--- config.mk ---
export PLATFORM = sky130hd
export DESIGN_NAME = tcmp_cmd_fifo
export DESIGN_NICKNAME = d
export VERILOG_FILES = /design/src/design/tcmp_pkg.sv /design/src/design/tcmp_cmd_fifo.sv
export SDC_FILE = /design/constraint.sdc
export NUM_CORES = 1
export LEC_CHECK = 0
export BUFFER_PORTS_ARGS = -buffer_cell sky130_fd_sc_hd__buf_2
export CAP_MARGIN = 10
export CORE_MARGIN = 2
export CORE_UTILIZATION = 60
export DETAILED_ROUTE_END_ITERATION = 8
export PLACE_DENSITY_LB_ADDON = 0.15
export SLEW_MARGIN = 20
export SYNTH_ARGS = -nofsm -noshare
export SYNTH_HDL_FRONTEND = slang
export SYNTH_SLANG_ARGS = --single-unit
--- constraint.sdc ---
create_clock -name clk -period 6.4 [get_ports clk]
set_input_delay 1.28 -clock clk [delete_from_list [all_inputs] [get_ports clk]]
set_output_delay 1.28 -clock clk [all_outputs]
set_load 0.03 [all_outputs]
--- src/design/tcmp_pkg.sv ---
// shared types, constants and register map for the triggered capture block
package tcmp_pkg;

	localparam int MAX_DEPTH   = 65536;
	localparam int LEVELS      = 4;
	localparam int SAMPLE_BITS = 16;
	localparam int IDX_W       = $clog2(MAX_DEPTH);
	localparam int LEN_W       = IDX_W + 1;
	localparam int LVL_W       = 3;
	localparam int CMD_DEPTH   = 4;
	localparam int OUT_DEPTH   = 4;
	localparam int ADDR_W      = 5;
	localparam int DATA_W      = 32;

	// register indexes (byte address is 4 * index)
	localparam logic [2:0] REG_LENGTH = 3'd0;
	localparam logic [2:0] REG_LEVELS = 3'd1;
	localparam logic [2:0] REG_TRIG_HI = 3'd2;
	localparam logic [2:0] REG_TRIG_LO = 3'd3;
	localparam logic [2:0] REG_PULSE  = 3'd4;

	typedef logic signed [SAMPLE_BITS-1:0] sample_t;

	typedef enum logic {
		OP_TICK = 1'b0,
		OP_READ = 1'b1
	} op_t;

	typedef enum logic [1:0] {
		CMD_NONE  = 2'd0,
		CMD_STORE = 2'd1,
		CMD_READ  = 2'd2
	} cmd_kind_t;

	typedef struct packed {
		op_t              operation;
		sample_t          signal_sample;
		sample_t          trigger_sample;
		logic             manual_start;
		logic [LVL_W-1:0] read_level;
		logic [IDX_W-1:0] read_index;
	} in_item_t;

	typedef struct packed {
		logic    capturing;
		logic    captured;
		logic    trigger_pulse;
		sample_t capture_min;
		sample_t capture_max;
		sample_t read_min;
		sample_t read_max;
		logic    read_valid;
	} out_item_t;

	// status known at the front when the transaction is accepted
	typedef struct packed {
		logic    capturing;
		logic    captured;
		logic    trigger_pulse;
		sample_t capture_min;
		sample_t capture_max;
	} status_t;

	// work handed from the front to the back
	typedef struct packed {
		cmd_kind_t        kind;
		sample_t          sample;
		logic [IDX_W-1:0] widx;
		logic [LVL_W-1:0] lvl_cnt;
		logic [LVL_W-1:0] read_level;
		logic [IDX_W-1:0] read_index;
		logic             read_ok;
		status_t          status;
	} cmd_t;

endpackage

--- src/design/tcmp_cmd_fifo.sv ---
// short command queue between the front and the back
module tcmp_cmd_fifo (
	input  logic            clk,
	input  logic            arst_n,
	input  logic            wr_en,
	input  tcmp_pkg::cmd_t  wr_data,
	output logic            full,
	input  logic            rd_en,
	output tcmp_pkg::cmd_t  rd_data,
	output logic            empty
);
	localparam int PW = $clog2(tcmp_pkg::CMD_DEPTH);

	tcmp_pkg::cmd_t  mem_q [tcmp_pkg::CMD_DEPTH];
	logic [PW-1:0]   wr_ptr_q;
	logic [PW-1:0]   rd_ptr_q;
	logic [PW:0]     count_q;

	assign full    = (count_q == (PW+1)'(tcmp_pkg::CMD_DEPTH));
	assign empty   = (count_q == '0);
	assign rd_data = mem_q[rd_ptr_q];

	// storage
	always_ff @(posedge clk) begin
		if (wr_en && !full) begin
			mem_q[wr_ptr_q] <= wr_data;
		end
	end

	// pointers and fill count
	always_ff @(posedge clk or negedge arst_n) begin
		if (!arst_n) begin
			wr_ptr_q <= '0;
			rd_ptr_q <= '0;
			count_q  <= '0;
		end else begin
			if (wr_en && !full) begin
				wr_ptr_q <= wr_ptr_q + 1'b1;
			end
			if (rd_en && !empty) begin
				rd_ptr_q <= rd_ptr_q + 1'b1;
			end
			count_q <= count_q + (PW+1)'(wr_en && !full) - (PW+1)'(rd_en && !empty);
		end
	end

endmodule

* After elaboration in Yosys (flattened, before gate mapping)
Memory sizes are Yosys's and may differ from the RTL's.
Cells that the tools add are included.
** Operators by class
- Equal/unequal tests :: 1
- Mux-type cells :: 2
- Reductions and logical operators :: 5
- $add $sub $neg :: 4
** Operators by type and width (count)
- $add A2 B1 Y2 const B :: 2
- $add A3 B1 Y3 :: 1
- $eq A3 B3 Y1 const B :: 1
- $logic_not A3 Y1 :: 1
- $sub A3 B1 Y3 :: 1
- $logic_and A1 B1 Y1 :: 2
- $logic_not A1 Y1 :: 2
- $mux W1 :: 2
** Word-level totals
- Register bits :: 7
- Memories :: 1
- RAM bits :: 368
- Logic and storage cells :: 16
- Input port bits :: 96
** Memory list
- mem_q :: words 4, width 92, read ports 1, clocked after memory_dff 0, write ports 1, line tcmp_cmd_fifo.sv:14 : tcmp_pkg::cmd_t mem_q [tcmp_pkg::CMD_DEPTH];

* Depth between registers and ports, before layout
- Word-level depth :: 5
- Mapped depth :: 8
- Mapped depth without buffers :: 8

* Worst setup path after synthesis
No wires, ideal clock.
- Path type :: input port to flip-flop
- Start point :: input wr_en
- End point :: memory mem_q[0][0] (netlist bit), enable pin
- Cell stages on the path :: 1
- Data required time :: 5938 ps
- Path slack :: 2463 ps
- Arrival :: 3475 ps
- Path through :: and3b_1
** Between the ends
- Cells in the longest elaborated chain, start to end :: 3
** Ends and longest elaborated chain
- start: declaration :: line tcmp_cmd_fifo.sv:5 : input logic wr_en,
- $logic_and A1 B1 Y1 :: line tcmp_cmd_fifo.sv:25 : if (wr_en && !full) begin
- $mux W1 :: line tcmp_cmd_fifo.sv:25
- $mux W1 (implied by the code) :: line tcmp_cmd_fifo.sv:26 : mem_q[wr_ptr_q] <= wr_data;
- end: declaration :: line tcmp_cmd_fifo.sv:14
Every way passes these cells.

==> results_dict.tcl <==
set metrics [dict create \
    grt_setup_unrepaired "false" \
    drive_gt1_share_pct 44.71 \
    num-fill-cells 1351 \
    hold_ws_ns 0.5969 \
    synth_warnings 0 \
    intPower_mw 5.461 \
    leakagePower_nw 5.534 \
    layout_commonest_cell "edfxtp_1" \
    cts.sinks 375 \
    post_cts_buffers 0 \
    cts-resized-gates 0 \
    num_rows 55 \
    combPwrFrac_pct 31.8 \
    overflow 0 \
    dieHeight_um 155.7 \
    synth_nets 625 \
    synth_cell_type_count 21 \
    critPathBufInv 2 \
    cts_max_path_buffers 3 \
    crit_fanout 48 \
    grt_max_degree 52 \
    postRouteAntennaNets 0 \
    antenna_found_initial 5 \
    seqPwrFrac_pct 42.8 \
    place_congestion 0.7275 \
    cts_max_level 2 \
    critPathSlowestCell "dfrtp_4" \
    wirelength_mm 24.48 \
    cts_hold_buf 0 \
    hold_path.class "primary input to async pin" \
    pin_count 190 \
    syn_area_per_cell_um2 26.45 \
    finalClockSkew_ns 0.009211 \
    die_area_um2 24240 \
    finalCriticalPeriod_ns 4.099 \
    syn_inst 522 \
    worstReg2RegEnd "mem_q[1][83]" \
    cts_inserted_buffers 38 \
    synth_area_um2 13810 \
    drt_iter0_markers 415 \
    clock.fmax_ghz 0.2440 \
    cts_tree "done" \
    fin_nets 839 \
    cp.required_ns 5.12 \
    grt_use_total_pct 20.80 \
    fp.dieW_um 155.7 \
    drt-pass1-iter-count 4 \
    netSwitchingPower_mw 2.745 \
    cts_root_buf "clkbuf_16" \
    finalCritPeriodShare_pct 64.05 \
    cpPeakStageDelay_ns 1.04 \
    ys_seq_area_share_pct 81.30 \
    p_per_area_nw_per_um2 507.5 \
    worstPathArrival_ns 2.82 \
    rrSetupSlack_ns 3.70 \
    wl_per_cell_um 23.25 \
    layout_common_cells "edfxtp_1 (368), buf_2 (189), mux4_2 (92)" \
    tns_ns 0 \
    swShare_pct 33.45 \
    r2r-start "count_q[2]" \
    grt_pass1_vias 6655 \
    grt_pass1_wl_mm 37.38 \
    multi_input_area_um2 2352 \
    path_cells "buf_12, mux4_2, buf_2" \
    port_buffers 189 \
    ys_ff_latch 375 \
    crit_family "flip-flops" \
    coreArea_um2 22640 \
    regArea_um2 11230 \
    slew_viol_final 0 \
    start_util_pct 60.98 \
    finalHoldViolations 0 \
    crit_path_end_kind "output pin" \
    path_clk_slew_ns 0.06 \
    maxCapViolCount 0 \
    peakVddDrop_mv 0.3417 \
    vias 6123 \
    dp_hpwl_mm 14.56 \
    reg2regPathDepth 3 \
    worstSetupPathType "flip-flop to output pin" \
    status "completed" \
    areaGrowthSynthToFinish_pct 17.13 \
    p_clk_share_pct 25.5 \
    tightest_slew_ns 0.9744 \
    clk_latency_ns 0.51 \
    via_per_inst 5.815 \
    drc_errors 0 \
    cp-start-kind "flip-flop" \
    maxSlewHeadroom_pct 35.04 \
    finalSetupViolCount 0 \
]
## worst max path at each step
| stage | slack, ns | from | end | cells past startpoint |
|---|---|---|---|---|
| 2_1_floorplan | 2.46 | wr_en | mem_q[0][0] | 1 |
| 3_3_place_gp | 2.72 | rd_ptr_q[0] | rd_data[54] | 3 |
| 3_5_place_dp | 2.73 | rd_ptr_q[0] | rd_data[30] | 3 |
| 4_1_cts | 2.17 | rd_ptr_q[0] | rd_data[30] | 3 |
| 5_1_grt | 2.06 | rd_ptr_q[0] | rd_data[58] | 3 |
| 6_report | 2.30 | rd_ptr_q[0] | rd_data[54] | 3 |
## stage by stage
step / cells / setup slack [ns] / power (mW) / instance area, um2 / utilization (%)
2_1_floorplan: 522 / 2.463 / 5.555 / 13810 / -
3_3_place_gp: 981 / 2.722 / 6.160 / 14970 / 66.11
3_5_place_dp: 981 / 2.727 / 6.221 / 14970 / 66.11
4_1_cts: 1050 / 2.166 / 8.314 / 16160 / 71.40
5_1_grt: 1052 / 2.059 / 8.566 / 16170 / 71.42
6_report: 1053 / 2.301 / 8.207 / 16170 / 71.43
## per-layer routing
layer / track usage (%) / wire (um) / vias up
li1: - / - / 2690
met1: 26.88 / 9729 / 3208
met2: 34.83 / 12640 / 182
met3: 5.972 / 1595 / 41
met4: 6.684 / 499 / 2
met5: 0 / 13 / -
## synth_stat cells
cell | instances | share of area (%)
ha_1 | 6 | 0.54
nand2b_1 | 4 | 0.18
o31ai_1 | 1 | 0.054
and3b_1 | 4 | 0.25
buf_4 | 3 | 0.16
edfxtp_1 | 368 | 80
nor3_1 | 1 | 0.036
mux4_2 | 92 | 15
xnor2_1 | 4 | 0.25
dfrtp_1 | 7 | 1.3
o211ai_1 | 2 | 0.11
nand4bb_1 | 2 | 0.16
buf_6 | 1 | 0.082
fa_1 | 1 | 0.14
nand2_1 | 1 | 0.027
buf_12 | 7 | 1.0
inv_1 | 6 | 0.16
buf_2 | 8 | 0.29
o311ai_0 | 1 | 0.063
nor3b_2 | 1 | 0.091
clkbuf_1 | 2 | 0.054
## sequential cells by signal (all words and copies together), names as in the netlist
name      flops
mem_q       368
count_q       3
rd_ptr_q      2
wr_ptr_q      2
## power groups by stage
stage | logic (mW) | clock network, mW | registers (mW)
floorplan | 2.15 | 0 | 3.40
global placement | 2.63 | 0 | 3.53
detailed placement | 2.65 | 0 | 3.57
CTS | 2.66 | 2.13 | 3.53
global route | 2.77 | 2.23 | 3.57
finish | 2.61 | 2.09 | 3.51
## layout make-up
| cell class | instances | area share [%] |
|---|---|---|
| Multi-Input combinational cell | 120 | 14.55 |
| Antenna cell | 3 | 0.04642 |
| Tap cell | 285 | 2.205 |
| Clock buffer | 51 | 6.576 |
| Inverter | 6 | 0.1393 |
| Clock inverter | 18 | 0.8201 |
| Timing Repair Buffer | 195 | 6.205 |
| Sequential cell | 375 | 69.46 |
## cells by family after synthesis
kind of cell | count (synthesis) | share of synthesized area, %
buf+inv | 27 | 1.767
simple gates | 13 | 0.7520
xor+xnor | 4 | 0.2537
fa+ha+maj | 7 | 0.6887
flops | 375 | 81.30
compound gates | 4 | 0.2266
mux | 92 | 15.01
(Power assumes the default switching activity.)
