===== src/design/tcmp_pkg.sv =====
// shared types, constants and register map for the triggered capture block
package tcmp_pkg;

	localparam int MAX_DEPTH   = 65536;
	localparam int LEVELS      = 4;
	localparam int SAMPLE_BITS = 16;
	localparam int IDX_W       = $clog2(MAX_DEPTH);
	localparam int LEN_W       = IDX_W + 1;
	localparam int LVL_W       = 3;
	localparam int CMD_DEPTH   = 4;
	localparam int OUT_DEPTH   = 4;
	localparam int ADDR_W      = 5;
	localparam int DATA_W      = 32;

	// register indexes (byte address is 4 * index)
	localparam logic [2:0] REG_LENGTH = 3'd0;
	localparam logic [2:0] REG_LEVELS = 3'd1;
	localparam logic [2:0] REG_TRIG_HI = 3'd2;
	localparam logic [2:0] REG_TRIG_LO = 3'd3;
	localparam logic [2:0] REG_PULSE  = 3'd4;

	typedef logic signed [SAMPLE_BITS-1:0] sample_t;

	typedef enum logic {
		OP_TICK = 1'b0,
		OP_READ = 1'b1
	} op_t;

	typedef enum logic [1:0] {
		CMD_NONE  = 2'd0,
		CMD_STORE = 2'd1,
		CMD_READ  = 2'd2
	} cmd_kind_t;

	typedef struct packed {
		op_t              operation;
		sample_t          signal_sample;
		sample_t          trigger_sample;
		logic             manual_start;
		logic [LVL_W-1:0] read_level;
		logic [IDX_W-1:0] read_index;
	} in_item_t;

	typedef struct packed {
		logic    capturing;
		logic    captured;
		logic    trigger_pulse;
		sample_t capture_min;
		sample_t capture_max;
		sample_t read_min;
		sample_t read_max;
		logic    read_valid;
	} out_item_t;

	// status known at the front when the transaction is accepted
	typedef struct packed {
		logic    capturing;
		logic    captured;
		logic    trigger_pulse;
		sample_t capture_min;
		sample_t capture_max;
	} status_t;

	// work handed from the front to the back
	typedef struct packed {
		cmd_kind_t        kind;
		sample_t          sample;
		logic [IDX_W-1:0] widx;
		logic [LVL_W-1:0] lvl_cnt;
		logic [LVL_W-1:0] read_level;
		logic [IDX_W-1:0] read_index;
		logic             read_ok;
		status_t          status;
	} cmd_t;

endpackage


===== src/design/tcmp_front.sv =====
// front: register port, trigger and capture control, command issue
module tcmp_front (
	input  logic                          clk,
	input  logic                          arst_n,
	input  logic                          push,
	output logic                          full,
	input  tcmp_pkg::in_item_t            in_item,
	input  logic                          psel,
	input  logic                          penable,
	input  logic                          pwrite,
	input  logic [tcmp_pkg::ADDR_W-1:0]   paddr,
	input  logic [tcmp_pkg::DATA_W-1:0]   pwdata,
	output logic [tcmp_pkg::DATA_W-1:0]   prdata,
	output logic                          cmd_push,
	output tcmp_pkg::cmd_t                cmd,
	input  logic                          cmd_full
);
	localparam int SB = tcmp_pkg::SAMPLE_BITS;
	localparam int LW = tcmp_pkg::LEN_W;
	localparam tcmp_pkg::sample_t SMAX = {1'b0, {(SB-1){1'b1}}};
	localparam tcmp_pkg::sample_t SMIN = {1'b1, {(SB-1){1'b0}}};

	// configuration registers
	logic [LW-1:0]                len_q;
	logic [tcmp_pkg::LVL_W-1:0]   lvl_q;
	tcmp_pkg::sample_t            thr_hi_q;
	tcmp_pkg::sample_t            thr_lo_q;
	logic [15:0]                  pulse_len_q;

	// capture state
	logic [tcmp_pkg::IDX_W-1:0]   widx_q;
	logic                         active_q;
	logic                         done_q;
	logic                         schmitt_q;
	logic [15:0]                  pulse_q;
	tcmp_pkg::sample_t            rmin_q;
	tcmp_pkg::sample_t            rmax_q;

	logic                         cfg_wr;
	logic [2:0]                   reg_sel;
	logic                         accept;
	logic [LW-1:0]                eff_len;
	logic [tcmp_pkg::LVL_W-1:0]   eff_lc;
	logic [LW:0]                  used;
	logic [LW-1:0]                widx_inc;

	logic                         active_d, done_d, schmitt_d, fired, pulse_out;
	logic [15:0]                  pulse_d;
	tcmp_pkg::sample_t            rmin_d, rmax_d;
	logic [tcmp_pkg::IDX_W-1:0]   widx_d;
	logic                         read_ok;

	assign cfg_wr  = psel && penable && pwrite;
	assign reg_sel = paddr[4:2];
	assign full    = cmd_full;
	assign accept  = push && !cmd_full;

	// register readback
	always_comb begin
		prdata = '0;
		case (reg_sel)
			tcmp_pkg::REG_LENGTH:  prdata = tcmp_pkg::DATA_W'(len_q);
			tcmp_pkg::REG_LEVELS:  prdata = tcmp_pkg::DATA_W'(lvl_q);
			tcmp_pkg::REG_TRIG_HI: prdata = tcmp_pkg::DATA_W'($unsigned(thr_hi_q));
			tcmp_pkg::REG_TRIG_LO: prdata = tcmp_pkg::DATA_W'($unsigned(thr_lo_q));
			tcmp_pkg::REG_PULSE:   prdata = tcmp_pkg::DATA_W'(pulse_len_q);
			default:               prdata = '0;
		endcase
	end

	// effective length and level count
	always_comb begin
		if (len_q == '0) begin
			eff_len = LW'(1);
		end else if (len_q > LW'(tcmp_pkg::MAX_DEPTH)) begin
			eff_len = LW'(tcmp_pkg::MAX_DEPTH);
		end else begin
			eff_len = len_q;
		end
		eff_lc = (lvl_q > tcmp_pkg::LVL_W'(tcmp_pkg::LEVELS)) ?
			tcmp_pkg::LVL_W'(tcmp_pkg::LEVELS) : lvl_q;
	end

	// used entries of the requested pyramid level
	always_comb begin
		used = '0;
		for (int l = 1; l <= tcmp_pkg::LEVELS; l++) begin
			if (in_item.read_level == tcmp_pkg::LVL_W'(l)) begin
				used = ({1'b0, eff_len} + (LW+1)'((1 << (2*l)) - 1)) >> (2*l);
			end
		end
	end

	// read range check
	always_comb begin
		if (in_item.read_level == '0) begin
			read_ok = ({1'b0, in_item.read_index} < eff_len);
		end else begin
			read_ok = (in_item.read_level <= eff_lc) &&
				((LW+1)'(in_item.read_index) < used);
		end
	end

	assign widx_inc = {1'b0, widx_q} + LW'(1);

	// tick update: arm, pulse, store, end of capture
	always_comb begin
		active_d  = active_q;
		done_d    = done_q;
		schmitt_d = schmitt_q;
		rmin_d    = rmin_q;
		rmax_d    = rmax_q;
		widx_d    = widx_q;
		pulse_d   = pulse_q;
		fired     = 1'b0;
		if (!active_q) begin
			if (schmitt_q) begin
				if (in_item.trigger_sample <= thr_lo_q) begin
					schmitt_d = 1'b0;
				end
			end else if (in_item.trigger_sample >= thr_hi_q) begin
				schmitt_d = 1'b1;
				fired     = 1'b1;
			end
			if (in_item.manual_start) begin
				fired = 1'b1;
			end
			if (fired) begin
				active_d = 1'b1;
				rmin_d   = SMAX;
				rmax_d   = SMIN;
				if (pulse_len_q > pulse_q) begin
					pulse_d = pulse_len_q;
				end
			end
		end
		pulse_out = (pulse_d != '0);
		if (pulse_out) begin
			pulse_d = pulse_d - 16'd1;
		end
		if (active_d) begin
			schmitt_d = 1'b1;
			if (in_item.signal_sample < rmin_d) begin
				rmin_d = in_item.signal_sample;
			end
			if (in_item.signal_sample > rmax_d) begin
				rmax_d = in_item.signal_sample;
			end
			widx_d = widx_inc[tcmp_pkg::IDX_W-1:0];
			if (widx_inc >= eff_len) begin
				done_d   = 1'b1;
				active_d = 1'b0;
				widx_d   = '0;
			end
		end
	end

	// command to the back
	always_comb begin
		cmd            = '0;
		cmd.sample     = in_item.signal_sample;
		cmd.widx       = widx_q;
		cmd.lvl_cnt    = eff_lc;
		cmd.read_level = in_item.read_level;
		cmd.read_index = in_item.read_index;
		if (in_item.operation == tcmp_pkg::OP_READ) begin
			cmd.kind                 = tcmp_pkg::CMD_READ;
			cmd.read_ok              = read_ok;
			cmd.status.capturing     = active_q;
			cmd.status.captured      = done_q;
			cmd.status.trigger_pulse = (pulse_q != '0);
			cmd.status.capture_min   = rmin_q;
			cmd.status.capture_max   = rmax_q;
		end else begin
			cmd.kind                 = (active_q || fired) ? tcmp_pkg::CMD_STORE :
				tcmp_pkg::CMD_NONE;
			cmd.read_ok              = 1'b0;
			cmd.status.capturing     = active_q || fired;
			cmd.status.captured      = done_d;
			cmd.status.trigger_pulse = pulse_out;
			cmd.status.capture_min   = rmin_d;
			cmd.status.capture_max   = rmax_d;
		end
	end
	assign cmd_push = accept;

	// configuration and capture state
	always_ff @(posedge clk or negedge arst_n) begin
		if (!arst_n) begin
			len_q       <= LW'(tcmp_pkg::MAX_DEPTH);
			lvl_q       <= tcmp_pkg::LVL_W'(tcmp_pkg::LEVELS);
			thr_hi_q    <= SB'(5120);
			thr_lo_q    <= SB'(4915);
			pulse_len_q <= 16'd441;
			widx_q      <= '0;
			active_q    <= 1'b0;
			done_q      <= 1'b0;
			schmitt_q   <= 1'b1;
			pulse_q     <= '0;
			rmin_q      <= SMAX;
			rmax_q      <= SMIN;
		end else if (cfg_wr) begin
			case (reg_sel)
				tcmp_pkg::REG_LENGTH:  len_q       <= pwdata[LW-1:0];
				tcmp_pkg::REG_LEVELS:  lvl_q       <= pwdata[tcmp_pkg::LVL_W-1:0];
				tcmp_pkg::REG_TRIG_HI: thr_hi_q    <= pwdata[SB-1:0];
				tcmp_pkg::REG_TRIG_LO: thr_lo_q    <= pwdata[SB-1:0];
				tcmp_pkg::REG_PULSE:   pulse_len_q <= pwdata[15:0];
				default: ;
			endcase
			if (reg_sel == tcmp_pkg::REG_LENGTH || reg_sel == tcmp_pkg::REG_LEVELS) begin
				widx_q    <= '0;
				active_q  <= 1'b0;
				done_q    <= 1'b0;
				schmitt_q <= 1'b1;
				rmin_q    <= SMAX;
				rmax_q    <= SMIN;
			end
		end else if (accept && in_item.operation == tcmp_pkg::OP_TICK) begin
			widx_q    <= widx_d;
			active_q  <= active_d;
			done_q    <= done_d;
			schmitt_q <= schmitt_d;
			pulse_q   <= pulse_d;
			rmin_q    <= rmin_d;
			rmax_q    <= rmax_d;
		end
	end

	// clearing write stops any capture
	a_cfg_clear: assert property (@(posedge clk) disable iff (!arst_n)
		(cfg_wr && reg_sel == tcmp_pkg::REG_LENGTH) |=> (!active_q && !done_q))
		else $error("capture not cleared by length write");

	// write index stays inside the capture
	a_widx_range: assert property (@(posedge clk) disable iff (!arst_n)
		active_q |-> ({1'b0, widx_q} < eff_len))
		else $error("write index beyond capture length");

	// a capturing tick leaves the trigger high
	a_schmitt_hold: assert property (@(posedge clk) disable iff (!arst_n)
		(accept && in_item.operation == tcmp_pkg::OP_TICK && active_q && !cfg_wr)
		|=> schmitt_q)
		else $error("trigger state not held during capture");

endmodule


===== config.mk =====
export PLATFORM = sky130hd
export DESIGN_NAME = tcmp_front
export DESIGN_NICKNAME = d
export VERILOG_FILES = /design/src/design/tcmp_pkg.sv /design/src/design/tcmp_front.sv
export SDC_FILE = /design/constraint.sdc
export NUM_CORES = 1
export LEC_CHECK = 0
export BUFFER_PORTS_ARGS = -buffer_cell sky130_fd_sc_hd__buf_2
export CAP_MARGIN = 20
export CORE_MARGIN = 2
export CORE_UTILIZATION = 39
export CTS_CLUSTER_SIZE = 20
export DETAILED_ROUTE_END_ITERATION = 10
export SYNTH_ARGS = -nofsm -noshare
export SYNTH_HDL_FRONTEND = slang
export SYNTH_SLANG_ARGS = --single-unit
export TNS_END_PERCENT = 20

===== constraint.sdc =====
create_clock -name clk -period 9.4 [get_ports clk]
set_input_delay 1.41 -clock clk [delete_from_list [all_inputs] [get_ports clk]]
set_output_delay 1.41 -clock clk [all_outputs]
set_load 0.05 [all_outputs]

## Yosys cells after proc, flatten, opt, wreduce, memory -nomap -nowiden

Cells that the tools add are included.

| word-level totals | value |
|---|---|
| flip-flop bits (word level) | 135 |
| input bits | 97 |
| output and inout port bits | 126 |
| word-level logic and storage cells | 123 |

| cells by class | value |
|---|---|
| $add $sub $neg | 6 |
| order comparisons | 11 |
| equality and inequality tests | 10 |
| multiplexer cells | 58 |
| bitwise operators | 2 |
| reduce and logical (&&, ||, !) cells | 24 |

Operators with widths:

| kind | number |
|---|---|
| two-way mux 16 bit | 24 |
| one-hot mux 17 bit (5 select lines) | 1 |
| two-way mux 18 bit | 3 |
| two-way mux 36 bit | 1 |
| two-way mux 17 bit | 2 |
| greater-than comparator 16 bit | 2 |
| nonzero test 16 bit | 2 |
| two-way mux 1 bit | 25 |
| adder 17 x 2 -> 18 bit, second input constant | 1 |
| adder 17 x 4 -> 18 bit, second input constant | 1 |
| adder 17 x 6 -> 18 bit, second input constant | 1 |
| adder 17 x 8 -> 18 bit, second input constant | 1 |
| less-than comparator 16 x 18 -> 1 bit | 1 |
| adder 16 x 1 -> 17 bit, second input constant | 1 |
| greater-or-equal comparator 17 bit | 1 |
| greater-than comparator 17 bit, second input constant | 1 |
| logical NOT 17 bit | 1 |
| less-than comparator 16 x 17 -> 1 bit | 1 |
| greater-or-equal comparator 16 bit | 1 |
| less-or-equal comparator 16 bit | 1 |
| less-than comparator 16 bit | 1 |
| subtractor 16 x 1 -> 16 bit, second input constant | 1 |
| AND reduction 2 bit | 7 |
| equality test 3 x 2 -> 1 bit, second input constant | 4 |
| 15 further kinds | 26 |

## Depth between registers and ports, before layout

| depth | value |
|---|---|
| depth after elaboration | 12 |
| gate-level depth with buffers | 23 |
| gate-level depth less buffers | 20 |

## Worst setup path after synthesis

OpenSTA, ideal clock, no wires.

| timing | value |
|---|---|
| kind | input-to-output |
| from | in in_item[21] in the netlist's numbering |
| to | out cmd[15] in the netlist's numbering |
| arrival time | 6.089 ns |
| data required time | 7.990 ns |
| path slack | 1.901 ns |
| stages | 22 |
| path buffers | 4 |
| path through | ha_1 nor2b_1 o211ai_1 a2111oi_0 a2111o_1 o21a_1 buf_2 nand2_1 clkbuf_1 nand2_1 ha_1 a21o_1 a21o_1 a21o_1 a21o_1 a21o_1 a221oi_1 a211oi_1 and2_1 clkbuf_1 buf_2 a22oi_1 |

RTL lines:

| what | line | source |
|---|---|---|
| from (decl) | tcmp_front.sv:7 | `input tcmp_pkg::in_item_t in_item,` |
| to (decl) | tcmp_front.sv:15 | `output tcmp_pkg::cmd_t cmd,` |

==> impl_metrics.yaml <==
status:
  outcome: "complete, no violations"
timing:
  slew_viol_final: 0
  worst_pin_slew_ps: 1010
  grt_setup_unrepaired: "no"
  hold_viol: 0
  fmax_ghz: 0.128
  relSlewSlack: 0.317
  setup_slack_ps: 1570
  skew_ps: 23.1
  setup_tns_ps: 0
  fin_crit_ps: 7830
  finalCritPeriodShare: 0.833
  setup_viol: 0
placed_design:
  dpl.cell_count: 1927
  hpwl_um: 29800
  port_buffers: 190
  dp_worst_setup_slack_ps: 1610
  gp_congestion: 0.963
  postPlaceCellArea_sq_um: 13100
logic_synthesis:
  synth_area_sq_um: 12100
  syn_avg_cell_area_sq_um: 8.43
  synth_cell_type_count: 81
  synth_seq_area_share: 0.282
  async_flop_share: 1.00
  synth_cells: 1439
  ys.flop_type: "dfrtp_1"
  synth_seq_cells: 135
  ys.warnings.count: 0
  synth_edf_count: 0
critical_path:
  cp-start-kind: "input pin"
  crit_path_start: "in_item[21]"
  worstRegToRegCells: 16
  crit_type: "in2out"
  cp-endpoint: "cmd[12]"
  critical_path_required_ps: 7990
  crit_path_end_kind: "primary output"
  r2r_end: "pulse_q[9]$_DFFE_PN0P_"
  cp.arrival_ps: 6420
  rrSetupSlack_ps: 4340
  crit_fanout: 18
  r2r-start: "pulse_len_q[11]$_DFFE_PN0P_"
power_and_ir_drop:
  p_leak_nw: 6.26
  ir_worst_vdd_mv: 0.126
  powerDensity_nw_per_um2: 240
global_routing:
  grt_pass1_vias: 11100
  track_usage: 0.237
  grt_antenna_before_repair: 4
  grt-ovfl-total: 0
  grt_max_degree: 78
  grt_first_pass_wirelength_um: 61900
cts:
  cts_buffers: 17
  cts_setup_buffers: 0
  htree_levels: 4
  cts_sinks: 135
  cts.path.max_buffers: 2
  cts_tree: "built"
  worstSkewPairLatency_ps: 440
  cts-root-buf: "clkbuf_16"
  hold_buffers: 0
  post_cts_resized: 0
  clkTransAtPathRegs_ps: 60
finish:
  fin_nets: 1781
  syn_to_final_growth_pct: 12.7
  fin_cells: 1962
  fillers: 3072
  drive_above_1_share: 0.213
  final_area_sq_um: 13700
worst_hold_path:
  hold_path.class: "reg2reg"
floorplan:
  core_sq_um: 30600
  die_w_um: 180
  io_pins: 223
  initial_utilization: 0.397
  die_area_sq_um: 32500
  num_rows: 64
  die_h_um: 180
route:
  num_vias: 11700
  drt-total-wl_um: 39400
  final_antenna_net_count: 0
  drtIter0Drc: 1086
  firstDrtPassIters: 6
  wl_per_cell_um: 20.1
  viasPerCell: 5.94
  drc: 0
job:
  drv_cap: 0
[placed cells by master, fill, tap and decap left out, types with 18 or more instances in the layout]
master,n
nor2b_1,20
nand3_1,37
dfrtp_1,101
inv_1,77
a22o_1,28
nand2_1,150
buf_4,18
a21oi_1,88
ha_1,132
buf_2,189
nor3_1,42
nor2_1,88
nand4_1,35
xnor2_1,20
a32o_1,22
mux2_2,38
a21o_1,36
o21ai_0,84
dfstp_2,34
xor2_1,19
[area by class of cell]
type                    count  area, sq um  share of cell area
clock buffers              17          425              0.0311
clock inverters            15          143              0.0104
multi-input cells        1110         7780               0.569
flip-flops and latches    135         3420               0.250
well taps                 396          495              0.0362
diodes                      1         2.50            0.000183
inverters                  78          298              0.0218
repair buffers            210         1120              0.0817
[stage by stage]
step | hold slack (ps) | total power [mW] | utilization
2_1_floorplan | 458 | 2.18 | -
4_1_cts | 489 | 3.28 | 0.446
5_1_grt | 517 | 3.50 | 0.447
3_5_place_dp | 475 | 2.61 | 0.428
3_3_place_gp | 467 | 2.58 | 0.427
6_report | 483 | 3.28 | 0.447
[sequential cells by signal, indices dropped and copies added, names as in the netlist, 16 cells and up]
| signal | cells |
|---|---|
| len_q | 17 |
| pulse_len_q | 16 |
| pulse_q | 16 |
| rmax_q | 16 |
| rmin_q | 16 |
| thr_hi_q | 16 |
| thr_lo_q | 16 |
| widx_q | 16 |
[metal layers]
| layer | track usage | part of all wire | routed length (um) | up-vias |
|---|---|---|---|---|
| met5 | 0 | 0.00081 | 32 | - |
| met4 | 0.0694 | 0.022 | 880 | 6 |
| met3 | 0.0465 | 0.065 | 2550 | 63 |
| met2 | 0.366 | 0.45 | 17700 | 461 |
| met1 | 0.335 | 0.46 | 18200 | 5611 |
| li1 | - | - | - | 5512 |
[worst min path at each step]
stage / slack [ps] / end / startpoint / depth (start not counted)
2_1_floorplan: 460 / done_q$_DFFE_PN0P_ / done_q$_DFFE_PN0P_ / 1
3_3_place_gp: 470 / done_q$_DFFE_PN0P_ / done_q$_DFFE_PN0P_ / 1
3_5_place_dp: 470 / done_q$_DFFE_PN0P_ / done_q$_DFFE_PN0P_ / 1
4_1_cts: 490 / done_q$_DFFE_PN0P_ / done_q$_DFFE_PN0P_ / 1
5_1_grt: 520 / done_q$_DFFE_PN0P_ / done_q$_DFFE_PN0P_ / 1
6_report: 480 / done_q$_DFFE_PN0P_ / done_q$_DFFE_PN0P_ / 1
[worst max-delay path, stage by stage]
cell	delay, ps
buf_2	140
ha_1	310
nor2b_1	140
o211ai_1	180
a2111oi_0	130
a2111o_1	420
o21a_1	270
nand2_1	510
nand2_1	130
ha_1	310
a21o_1	160
a21o_1	170
a21o_1	170
a21o_1	170
a21o_1	170
a221oi_1	280
a211oi_1	170
o21ai_1	500
buf_4	280
a22o_1	140
buf_2	260
[synth_stat cells, drive strengths merged, types with 5 or more instances]
library cell / instances / area [sq um]
nand2: 150 / 563
ha: 132 / 1650
dfrtp: 101 / 2530
o21ai: 92 / 460
a21oi: 89 / 449
nor2: 88 / 330
inv: 77 / 289
clkbuf: 66 / 249
buf: 64 / 460
nor3: 46 / 230
mux2: 39 / 439
nand3: 37 / 185
a21o: 36 / 270
nand4: 35 / 219
dfstp: 34 / 893
a22o: 28 / 245
a32o: 22 / 220
nor2b: 20 / 125
xnor2: 20 / 175
xor2: 19 / 166
o211ai: 17 / 128
a221o: 16 / 160
and2: 16 / 100
o32ai: 16 / 140
a31oi: 15 / 93.8
o21a: 13 / 97.6
mux2i: 12 / 120
nor4: 12 / 109
and3: 11 / 68.8
nand2b: 9 / 56.3
a211oi: 8 / 65.1
o22ai: 7 / 43.8
o31ai: 7 / 52.6
or2: 6 / 37.5
or3: 6 / 37.5
a2111oi: 5 / 43.8
a211o: 5 / 43.8
a221oi: 5 / 43.8
and4: 5 / 43.8
[report_power, final]
part           switching [mW]  total, mW  leakage (nW)  internal [mW]
combinational            1.11       1.66          4.37          0.543
sequential              0.191      0.965          1.62          0.774
clock                   0.308      0.662         0.280          0.354
total                    1.61       3.28          6.26           1.67
[cell families after synthesis]
logic type	Yosys count	share of synthesized area
AO/OA/AOI/OAI	420	0.242
XOR/XNOR	39	0.0282
adder cells (fa/ha/maj)	132	0.136
buffers and inverters	208	0.0830
flip-flops	135	0.282
multiplexers	52	0.0480
other	2	0.000619
AND/OR/NAND/NOR	451	0.180
Note: power is estimated with default switching activity, not from simulation.
